===== config.mk =====
export PLATFORM = sky130hd
export DESIGN_NAME = sli_cell
export DESIGN_NICKNAME = d
export VERILOG_FILES = /design/src/design/sli_pkg.sv /design/src/design/sli_cell.sv
export SDC_FILE = /design/constraint.sdc
export NUM_CORES = 1
export LEC_CHECK = 0
export BUFFER_PORTS_ARGS = -buffer_cell sky130_fd_sc_hd__buf_4
export CAP_MARGIN = 10
export CORE_UTILIZATION = 40
export DETAILED_ROUTE_END_ITERATION = 8
export HOLD_SLACK_MARGIN = 0.08
export PLACE_DENSITY = 0.83
export SLEW_MARGIN = 20
export SYNTH_ARGS = -nofsm -noshare
export SYNTH_HDL_FRONTEND = slang
export SYNTH_SLANG_ARGS = --single-unit

===== constraint.sdc =====
create_clock -name clock -period 10.3 [get_ports clock]
set_input_delay 0.515 -clock clock [delete_from_list [all_inputs] [get_ports clock]]
set_output_delay 0.515 -clock clock [all_outputs]
set_load 0.03 [all_outputs]

===== src/design/sli_pkg.sv =====
// ----------------------------------------------------------------------------
// Sorted list insert package
// Shared request, response and control types and codes for the sorted list
// insertion core and its storage cells.
// ----------------------------------------------------------------------------
package sli_pkg;

   // Request actions.
   localparam logic [1:0] ACT_INSERT = 2'd0;
   localparam logic [1:0] ACT_READ   = 2'd1;
   localparam logic [1:0] ACT_CLEAR  = 2'd2;

   // Response status codes.
   localparam logic [1:0] ST_OK    = 2'd0;
   localparam logic [1:0] ST_FULL  = 2'd1;
   localparam logic [1:0] ST_RANGE = 2'd2;

   typedef struct packed {
      logic [1:0]         action;
      logic signed [31:0] value;
      logic [5:0]         index;
   } req_type;

   typedef struct packed {
      logic [1:0]         status;
      logic [5:0]         position;
      logic signed [31:0] read_value;
      logic [6:0]         count;
   } rsp_type;

   // Broadcast from the controller to every cell.
   typedef struct packed {
      logic               insert_en;
      logic signed [31:0] value;
      logic [5:0]         rd_index;
   } cell_ctrl_type;

   // Shared by neighboring cells.
   typedef struct packed {
      logic               greater;
      logic signed [31:0] entry;
      logic signed [31:0] rd;
   } cell_link_type;

   typedef enum logic [1:0] {
      ST_IDLE,
      ST_WALK,
      ST_FINISH
   } state_type;

endpackage


===== src/design/sli_cell.sv =====
// ----------------------------------------------------------------------------
// Sorted list cell
// Holds one list entry, compares it against the broadcast value, shifts up on
// insert and carries the read chain one step toward the tail.
// ----------------------------------------------------------------------------
module sli_cell #(
   parameter int LOC = 0,
   parameter int UW  = 7
) (
   input  logic                  clock,
   input  sli_pkg::cell_ctrl_type ctrl,
   input  logic [UW-1:0]         used,
   input  sli_pkg::cell_link_type left,
   output sli_pkg::cell_link_type right,
   output logic                  boundary
);

   logic signed [31:0] entry_ff, entry_in;
   logic signed [31:0] rd_ff, rd_in;
   logic               occupied, at_end, greater, hit;

   always_comb begin
      occupied = used > UW'(LOC);
      at_end   = used == UW'(LOC);
      greater  = occupied && (entry_ff > ctrl.value);
      // The new value lands in the first cell that is greater, or at the end.
      boundary = !left.greater && (greater || at_end);
      hit      = 32'(ctrl.rd_index) == 32'(LOC);

      entry_in = entry_ff;
      if (ctrl.insert_en) begin
         if (left.greater) begin
            entry_in = left.entry;
         end else if (boundary) begin
            entry_in = ctrl.value;
         end
      end
      rd_in = hit ? entry_ff : left.rd;

      right.greater = greater;
      right.entry   = entry_ff;
      right.rd      = rd_ff;
   end

   always_ff @(posedge clock) begin
      entry_ff <= entry_in;
      rd_ff    <= rd_in;
   end

endmodule


==> qor.txt, run 1 <==
CP Launch Type: flip-flop
slew margin rel.: 44.3%
Worst VDD drop: 0.0859 mV
Worst-Skew Late Latency: 340 ps
Clk pin slew, worst setup/hold paths: 80 ps
TritonRoute pass-1 iters: 4
Netlist cell types: 35
Post CTS Setup Buffer Count: 0
Worst Skew: 12.2 ps
cells after synthesis: 297
Avg Synthesized Cell Area: 10.7 um2
Register Area: 1600 um2
Post-CTS Hold Fix Bufs: 0
Final Hold Vio Count: 0
pin count of the biggest net entering global routing: 66
Setup TNS: 0 ps
Finished Layout Cells: 581
first-pass GRT wire length: 13400 um
layout cells sized above 1: 42.2%
Die Y: 91.2 um
CTS sink count: 64
status: finished, final reports clean
# rows: 32
worst-margin pin slew: 832 ps
post-synthesis sequential area ratio: 50.3%
Post-synth EDFFs: 32
worst path cell trace: ha_1 -> a21oi_2 -> nand2_1 -> a221o_1 -> o31a_1 -> or3_4 -> a31oi_2 -> buf_4
Initial Util: 41.2%
async set or reset register ratio after synthesis: 0%
Pwr Density: 142 nW/um2
Core ar.: 7730 um2
hold crit path type: in -> reg
setup ws final: 6890 ps
antenna cells: 0
Max-cap violations: 0
Syn Nets: 441
First DRT Iteration DRCs: 74
total of fill cells in the finished design: 633
Period Utilization, post-route: 33.1%
num ports: 178
Longest Clk Path Bufs: 2
DRC viols: 0
worst-path maximum fanout: 3
post-placement setup slack: 6760 ps
Critical Path End Type: output port
number of buffers created by CTS: 9
die width: 91.2 um
port buffer count: 177
Slowest-stage cell, CP: edfxtp_1
post_cts resized: 0
Crit Path Class: reg -> out
Leak: 2.31 nW
synthesis-to-finish area growth: 51.2%
grt total ovfl: 0
dominant synthesized flop cell: edfxtp_1
Clock Root Buffer: clkbuf_8
Final HPWL DP: 6640 um
Period minus WS final: 3410 ps
Total Power: 0.684 mW
final net count: 619
CTS tree: yes
vias: 2829
Final Wtd Congestion: 0.765
setup repair after global routing missed its margin: no
fmax: 294 MHz
max-slew violations: 0
H-tree depth: 3
area of the die: 8320 um2
CP peak stage delay: 430 ps
WHS: 384 ps
Avg Vias per Cell: 4.87
antenna violations before repair: 0
GRT Resource Usage Total: 20.6%
Seq cells post-synth: 64
vias in the first global route: 2876
ANT nets after route: 0
placed cells: 565
WL/cell: 14.5 um
Synth Warn #: 0
# setup viols final: 0
combined area of the multi-input logic cells: 1420 um2
DRT Wirelength: 8430 um
Critical Path AT: 2890 ps
Crit path required time: 9790 ps
Cell Area, Synth: 3180 um2
## power by group
group | internal, mW | switching (mW) | leakage (nW)
logic | 0.0782 | 0.0937 | 1.63
registers | 0.290 | 0.0115 | 0.579
clock network | 0.116 | 0.0947 | 0.0989
## final cells by class
class                      instances  area share (%)
tap                              102            2.65
sequential                        64            33.3
clock inverter                     4           0.935
timing repair buffer             178            28.2
inverter                          34            2.65
multi-input combinational        188            29.4
clock buffer                      11            2.94
## registers in the layout, summed over array words and instances, names as in the netlist
name / cells
entry_ff: 32
rd_ff: 32
## cell usage in the layout, fill, tap and decap left out, types with 2 or more instances in the layout
| cell | n |
|---|---|
| mux2_1 | 29 |
| mux2_2 | 3 |
| inv_1 | 34 |
| dfxtp_1 | 32 |
| a21oi_1 | 13 |
| nand2_1 | 39 |
| clkinv_2 | 3 |
| clkbuf_8 | 10 |
| ha_1 | 32 |
| nand3_1 | 4 |
| o21ai_1 | 12 |
| buf_4 | 177 |
| nor2_1 | 5 |
| edfxtp_1 | 32 |
| nand4_1 | 6 |
| o21ai_0 | 23 |
| nor4_1 | 4 |
| o211ai_1 | 2 |
## cells by family (layout without fill, tap and decap cells)
group | count (synthesis) | in the layout | synth area share [%]
flip-flops | 64 | 64 | 50.3
AND/OR/NAND/NOR | 64 | 64 | 9.12
adder cells (fa/ha/maj) | 32 | 32 | 12.6
AO/OA/AOI/OAI | 60 | 60 | 10.9
buffers and inverters | 45 | 227 | 5.78
multiplexers | 32 | 32 | 11.3
## synthesized netlist by cell type, types with 2 or more instances
cell,n,area (um2)
nand2_1,40,150
inv_1,34,128
dfxtp_1,32,641
edfxtp_1,32,961
ha_1,32,400
mux2_1,29,327
o21ai_0,23,115
a21oi_1,13,65.1
o21ai_1,12,60.1
nand4_1,6,37.5
clkbuf_1,5,18.8
nor2_1,5,18.8
nand3_1,4,20.0
nor4_1,4,25.0
buf_1,3,11.3
mux2_2,3,33.8
o211ai_1,2,15.0
## metrics by stage
stage	cell area [um2]	util, %
after floorplan	3180	-
after global placement	4600	59.6
after detailed placement	4600	59.6
after CTS	4790	62.0
after global routing	4820	62.3
final	4820	62.3
## routing by layer
layer | vias up | global-route usage [%] | routed length (um)
li1 | 1415 | - | -
met1 | 1278 | 24.7 | 3610
met2 | 124 | 36.9 | 4270
met3 | 12 | 3.77 | 443
met4 | 0 | 6.88 | 100
met5 | - | 0 | 0
## path summary, 6_finish.rpt
check | start | end | slack (ps) | cells after the start
min reg2reg | entry_ff[25] | rd_ff[25] | 520 | 1
min | left[16] | rd_ff[16] | 380 | 2
max reg2reg | entry_ff[14] | entry_ff[20] | 7300 | 8
max | entry_ff[14] | boundary | 6890 | 8
## critical path: cells and delay by family, from the launching register on
kind | cells | cell delay [ps]
adders and majority gates | 1 | 340
and+or+nand+nor | 2 | 450
DFF | 1 | 430
AOI/OAI and AO/OA | 4 | 1110
buffers and inverters | 1 | 220
Power figures use the tool's default switching activity.
==> inputs of run 2 (changes only) <==
--- a/config.mk
+++ b/config.mk
@@ -5,12 +5,13 @@
 export SDC_FILE = /design/constraint.sdc
 export NUM_CORES = 1
 export LEC_CHECK = 0
+export ABC_AREA = 1
 export BUFFER_PORTS_ARGS = -buffer_cell sky130_fd_sc_hd__buf_4
 export CAP_MARGIN = 10
 export CORE_UTILIZATION = 40
 export DETAILED_ROUTE_END_ITERATION = 8
 export HOLD_SLACK_MARGIN = 0.08
-export PLACE_DENSITY = 0.83
+export PLACE_DENSITY = 0.85
 export SLEW_MARGIN = 20
 export SYNTH_ARGS = -nofsm -noshare
 export SYNTH_HDL_FRONTEND = slang
==> constraint.sdc (replaced) <==
create_clock -name clock -period 2.9 [get_ports clock]
set_input_delay 0.145 -clock clock [delete_from_list [all_inputs] [get_ports clock]]
set_output_delay 0.145 -clock clock [all_outputs]
set_load 0.03 [all_outputs]
==> qor.txt, run 2 <==
Setup TNS: 0 ps (unchanged)
# setup viols final: 0 (unchanged)
Crit Path Class: reg -> reg
Synth top area share: 28.4% (-1.8 points)
hold depth: 3 (+1)
CP top delay family: simple AND/OR/NAND/NOR gates
status: finished, final reports clean
WL/cell: 14.2 um (-2.1%)
final net count: 687 (+11%)
Clk pin slew, worst setup/hold paths: 70 ps (about the same)
WHS: 96.8 ps (-287 ps)
layout cells sized above 1: 42.3% (+0.16 points)
Buf/Inv on CP: 2 (+1)
ANT nets after route: 0 (unchanged)
DRC viols: 0 (unchanged)
Worst Skew: 9.43 ps (-2.76 ps)
setup ws final: 407 ps (-6490 ps)
grt total ovfl: 0 (unchanged)
Post-synth EDFFs: 32 (unchanged)
vias in the first global route: 3071 (+6.8%)
Slowest-stage cell, CP: edfxtp_1
pin count of the biggest net entering global routing: 66 (unchanged)
post_cts resized: 0 (unchanged)
# rows: 33 (+3.1%)
GRT Resource Usage Total: 20.5% (-0.095 points)
Avg Vias per Cell: 4.72 (-3.1%)
dominant synthesized flop cell: edfxtp_1
Post-synth top cells: nand2_1, inv_1, o21ai_0
Worst R2R End: entry_ff[11]
port buffer count: 177 (unchanged)
async set or reset register ratio after synthesis: 0% (unchanged)
Final HPWL DP: 6810 um (+2.6%)
RR Startpoint: entry_ff[31]
Final Hold Vio Count: 0 (unchanged)
max-slew violations: 0 (unchanged)
CP peak stage delay: 420 ps (about the same)
Net Sw Frac: 28.8% (-0.43 points)
Netlist cell types: 27 (-23%)
worst-path maximum fanout: 24 (+21)
fmax: 401 MHz
Worst-Skew Late Latency: 330 ps (about the same)
top cells by area, synth: edfxtp_1, dfxtp_1, mux2_4, ha_1, nand2_1
First DRT Iteration DRCs: 46 (-38%)
Critical Path AT: 2480 ps (-410 ps)
R2R Setup Slk: 410 ps (-6890 ps)
Period Utilization, post-route: 86.0%
Post-CTS Hold Fix Bufs: 33 (+33)
post-placement setup slack: 452 ps (-6310 ps)
slew margin rel.: 58.1% (+14 points)
Int Power: 1.83 mW (+280%)
DRT Wirelength: 9270 um (+10%)
Clock Root Buffer: clkbuf_8
Period minus WS final: 2490 ps
Avg Synthesized Cell Area: 10.3 um2 (-4.1%)
die width: 94.0 um (+3.0%)
setup repair after global routing missed its margin: no
CP Launch Type: flip-flop
Pwr Density: 481 nW/um2 (+240%)
synthesis-to-finish area growth: 58.1%
Synth Warn #: 0 (unchanged)
num ports: 178 (unchanged)
Seq cells post-synth: 64 (unchanged)
Max-cap violations: 0 (unchanged)
Initial Util: 41.2% (-0.048 points)
number of buffers created by CTS: 9 (unchanged)
post-synthesis sequential area ratio: 47.4% (-2.9 points)
Final Wtd Congestion: 0.813 (+6.4%)
Clock power frac: 31.5% (+0.7 points)
Finished Layout Cells: 653 (+12%)
Post CTS Setup Buffer Count: 0 (unchanged)
placed cells: 603 (+6.7%)
Largest regs: entry_ff (32), rd_ff (32)
Longest Clk Path Bufs: 2 (unchanged)
Worst VDD drop: 0.232 mV (+170%)
Cell Area, Synth: 3380 um2 (+6.2%)
Syn Nets: 473 (+7.3%)
commonest cells after routing, fill and taps aside: buf_4, nand2_1, inv_1, o21ai_0, dlygate4sd3_1
antenna cells: 0 (unchanged)
dominant cell type by area after synthesis: edfxtp_1
Die Y: 94.0 um (+3.0%)
cells after synthesis: 329 (+11%)
Critical Path End Type: flip-flop
most used cell, CP: nand2_1
antenna violations before repair: 0 (unchanged)
Crit path required time: 2890 ps (-6900 ps)
vias: 3082 (+8.9%)
worst-margin pin slew: 627 ps (-205 ps)
worst path cell trace: ha_1 -> nand2_1 -> nor2_2 -> nand2_2 -> nor4_4 -> nand2_1 -> nand3_1 -> nand3_2 -> nand3_2 -> nand2_1 -> inv_1 -> buf_4
power share of the sequential group: 41.9% (-2.2 points)
count leader, synth: nand2_1
CTS tree: yes
first-pass GRT wire length: 13800 um (+3.0%)
Leak: 2.76 nW (+19%)
cell depth of the worst flop-to-flop path: 12 (+4)
area of the die: 8830 um2 (+6.1%)
leading cell type in the layout, fill and taps excluded: buf_4
WHS Endpoint: entry_ff[23]
Combinational Power Share: 26.6% (+1.5 points)
Core ar.: 8220 um2 (+6.3%)
worst hold start: left[55]
H-tree depth: 3 (unchanged)
Sw Pwr: 0.740 mW (+270%)
TritonRoute pass-1 iters: 4 (unchanged)
CTS sink count: 64 (unchanged)
hold crit path type: in -> reg
## run 2: cell types whose count changed after synthesis, moves of 4 or more
cell     delta
o21ai_1    -11
o21ai_0    +11
nor2_1      +5
nand4_1     -4
inv_1       +9
mux2_4     +28
mux2_1     -29
nand2_1    +30
## run 2: power groups by stage
| stage | combinational [mW] | sequential, mW | clock [mW] |
|---|---|---|---|
| floorplan | 0.229 | 1.22 | 0 |
| global placement | 0.632 | 1.09 | 0 |
| detailed placement | 0.646 | 1.10 | 0 |
| CTS | 0.684 | 1.08 | 0.825 |
| global route | 0.742 | 1.08 | 0.859 |
| finish | 0.684 | 1.08 | 0.811 |
## run 2: worst register-to-register path, stage by stage, from the launching register on
cell and delay [ps]:
edfxtp_1 420, ha_1 390, nand2_1 110, nor2_2 150, nand2_2 100, nor4_4 160
nand2_1 100, nand3_1 90, nand3_2 110, nand3_2 70, nand2_1 50, inv_1 70
buf_4 340
## run 2: worst max-delay path by stage
stage | from | to | slack (ps) | cells after the start
after CTS | entry_ff[31] | entry_ff[10] | 420 | 12
after global placement | entry_ff[31] | entry_ff[2] | 560 | 12
final | entry_ff[31] | entry_ff[11] | 410 | 12
after floorplan | entry_ff[31] | entry_ff[0] | 180 | 11
after detailed placement | entry_ff[31] | entry_ff[4] | 450 | 12
after global routing | entry_ff[13] | entry_ff[10] | 240 | 13
## run 2: cell type report
cell class                      instances  area [um2]
Multi-Input combinational cell        211        1550
Inverter                               43         161
Clock buffer                           14         174
Tap cell                              105         131
Clock inverter                          2        35.0
Timing Repair Buffer                  214        1690
Sequential cell                        64        1600
Fill cell                             649        2870
## run 2: stage by stage
stage	power [mW]	cell area, um2	util [%]
floorplan	1.45	3380	-
global placement	1.72	4800	58.4
detailed placement	1.74	4800	58.4
CTS	2.59	5340	64.9
global route	2.69	5350	65.1
finish	2.57	5350	65.1
## run 2: kinds of logic after synthesis
logic type,Yosys count,synth area share (%)
and+or+nand+nor,94,12.2
DFF,64,47.4
AOI/OAI and AO/OA,54,8.40
adders and majority gates,32,11.8
muxes,31,13.4
buffers and inverters,54,6.77
## run 2: per-layer routing
metal | track usage (%) | routed length, um | up-vias
met5 | 0 | 0 | -
met4 | 9.23 | 234 | 0
met3 | 4.37 | 494 | 22
met2 | 38.5 | 4940 | 113
met1 | 21.7 | 3600 | 1416
li1 | - | - | 1531
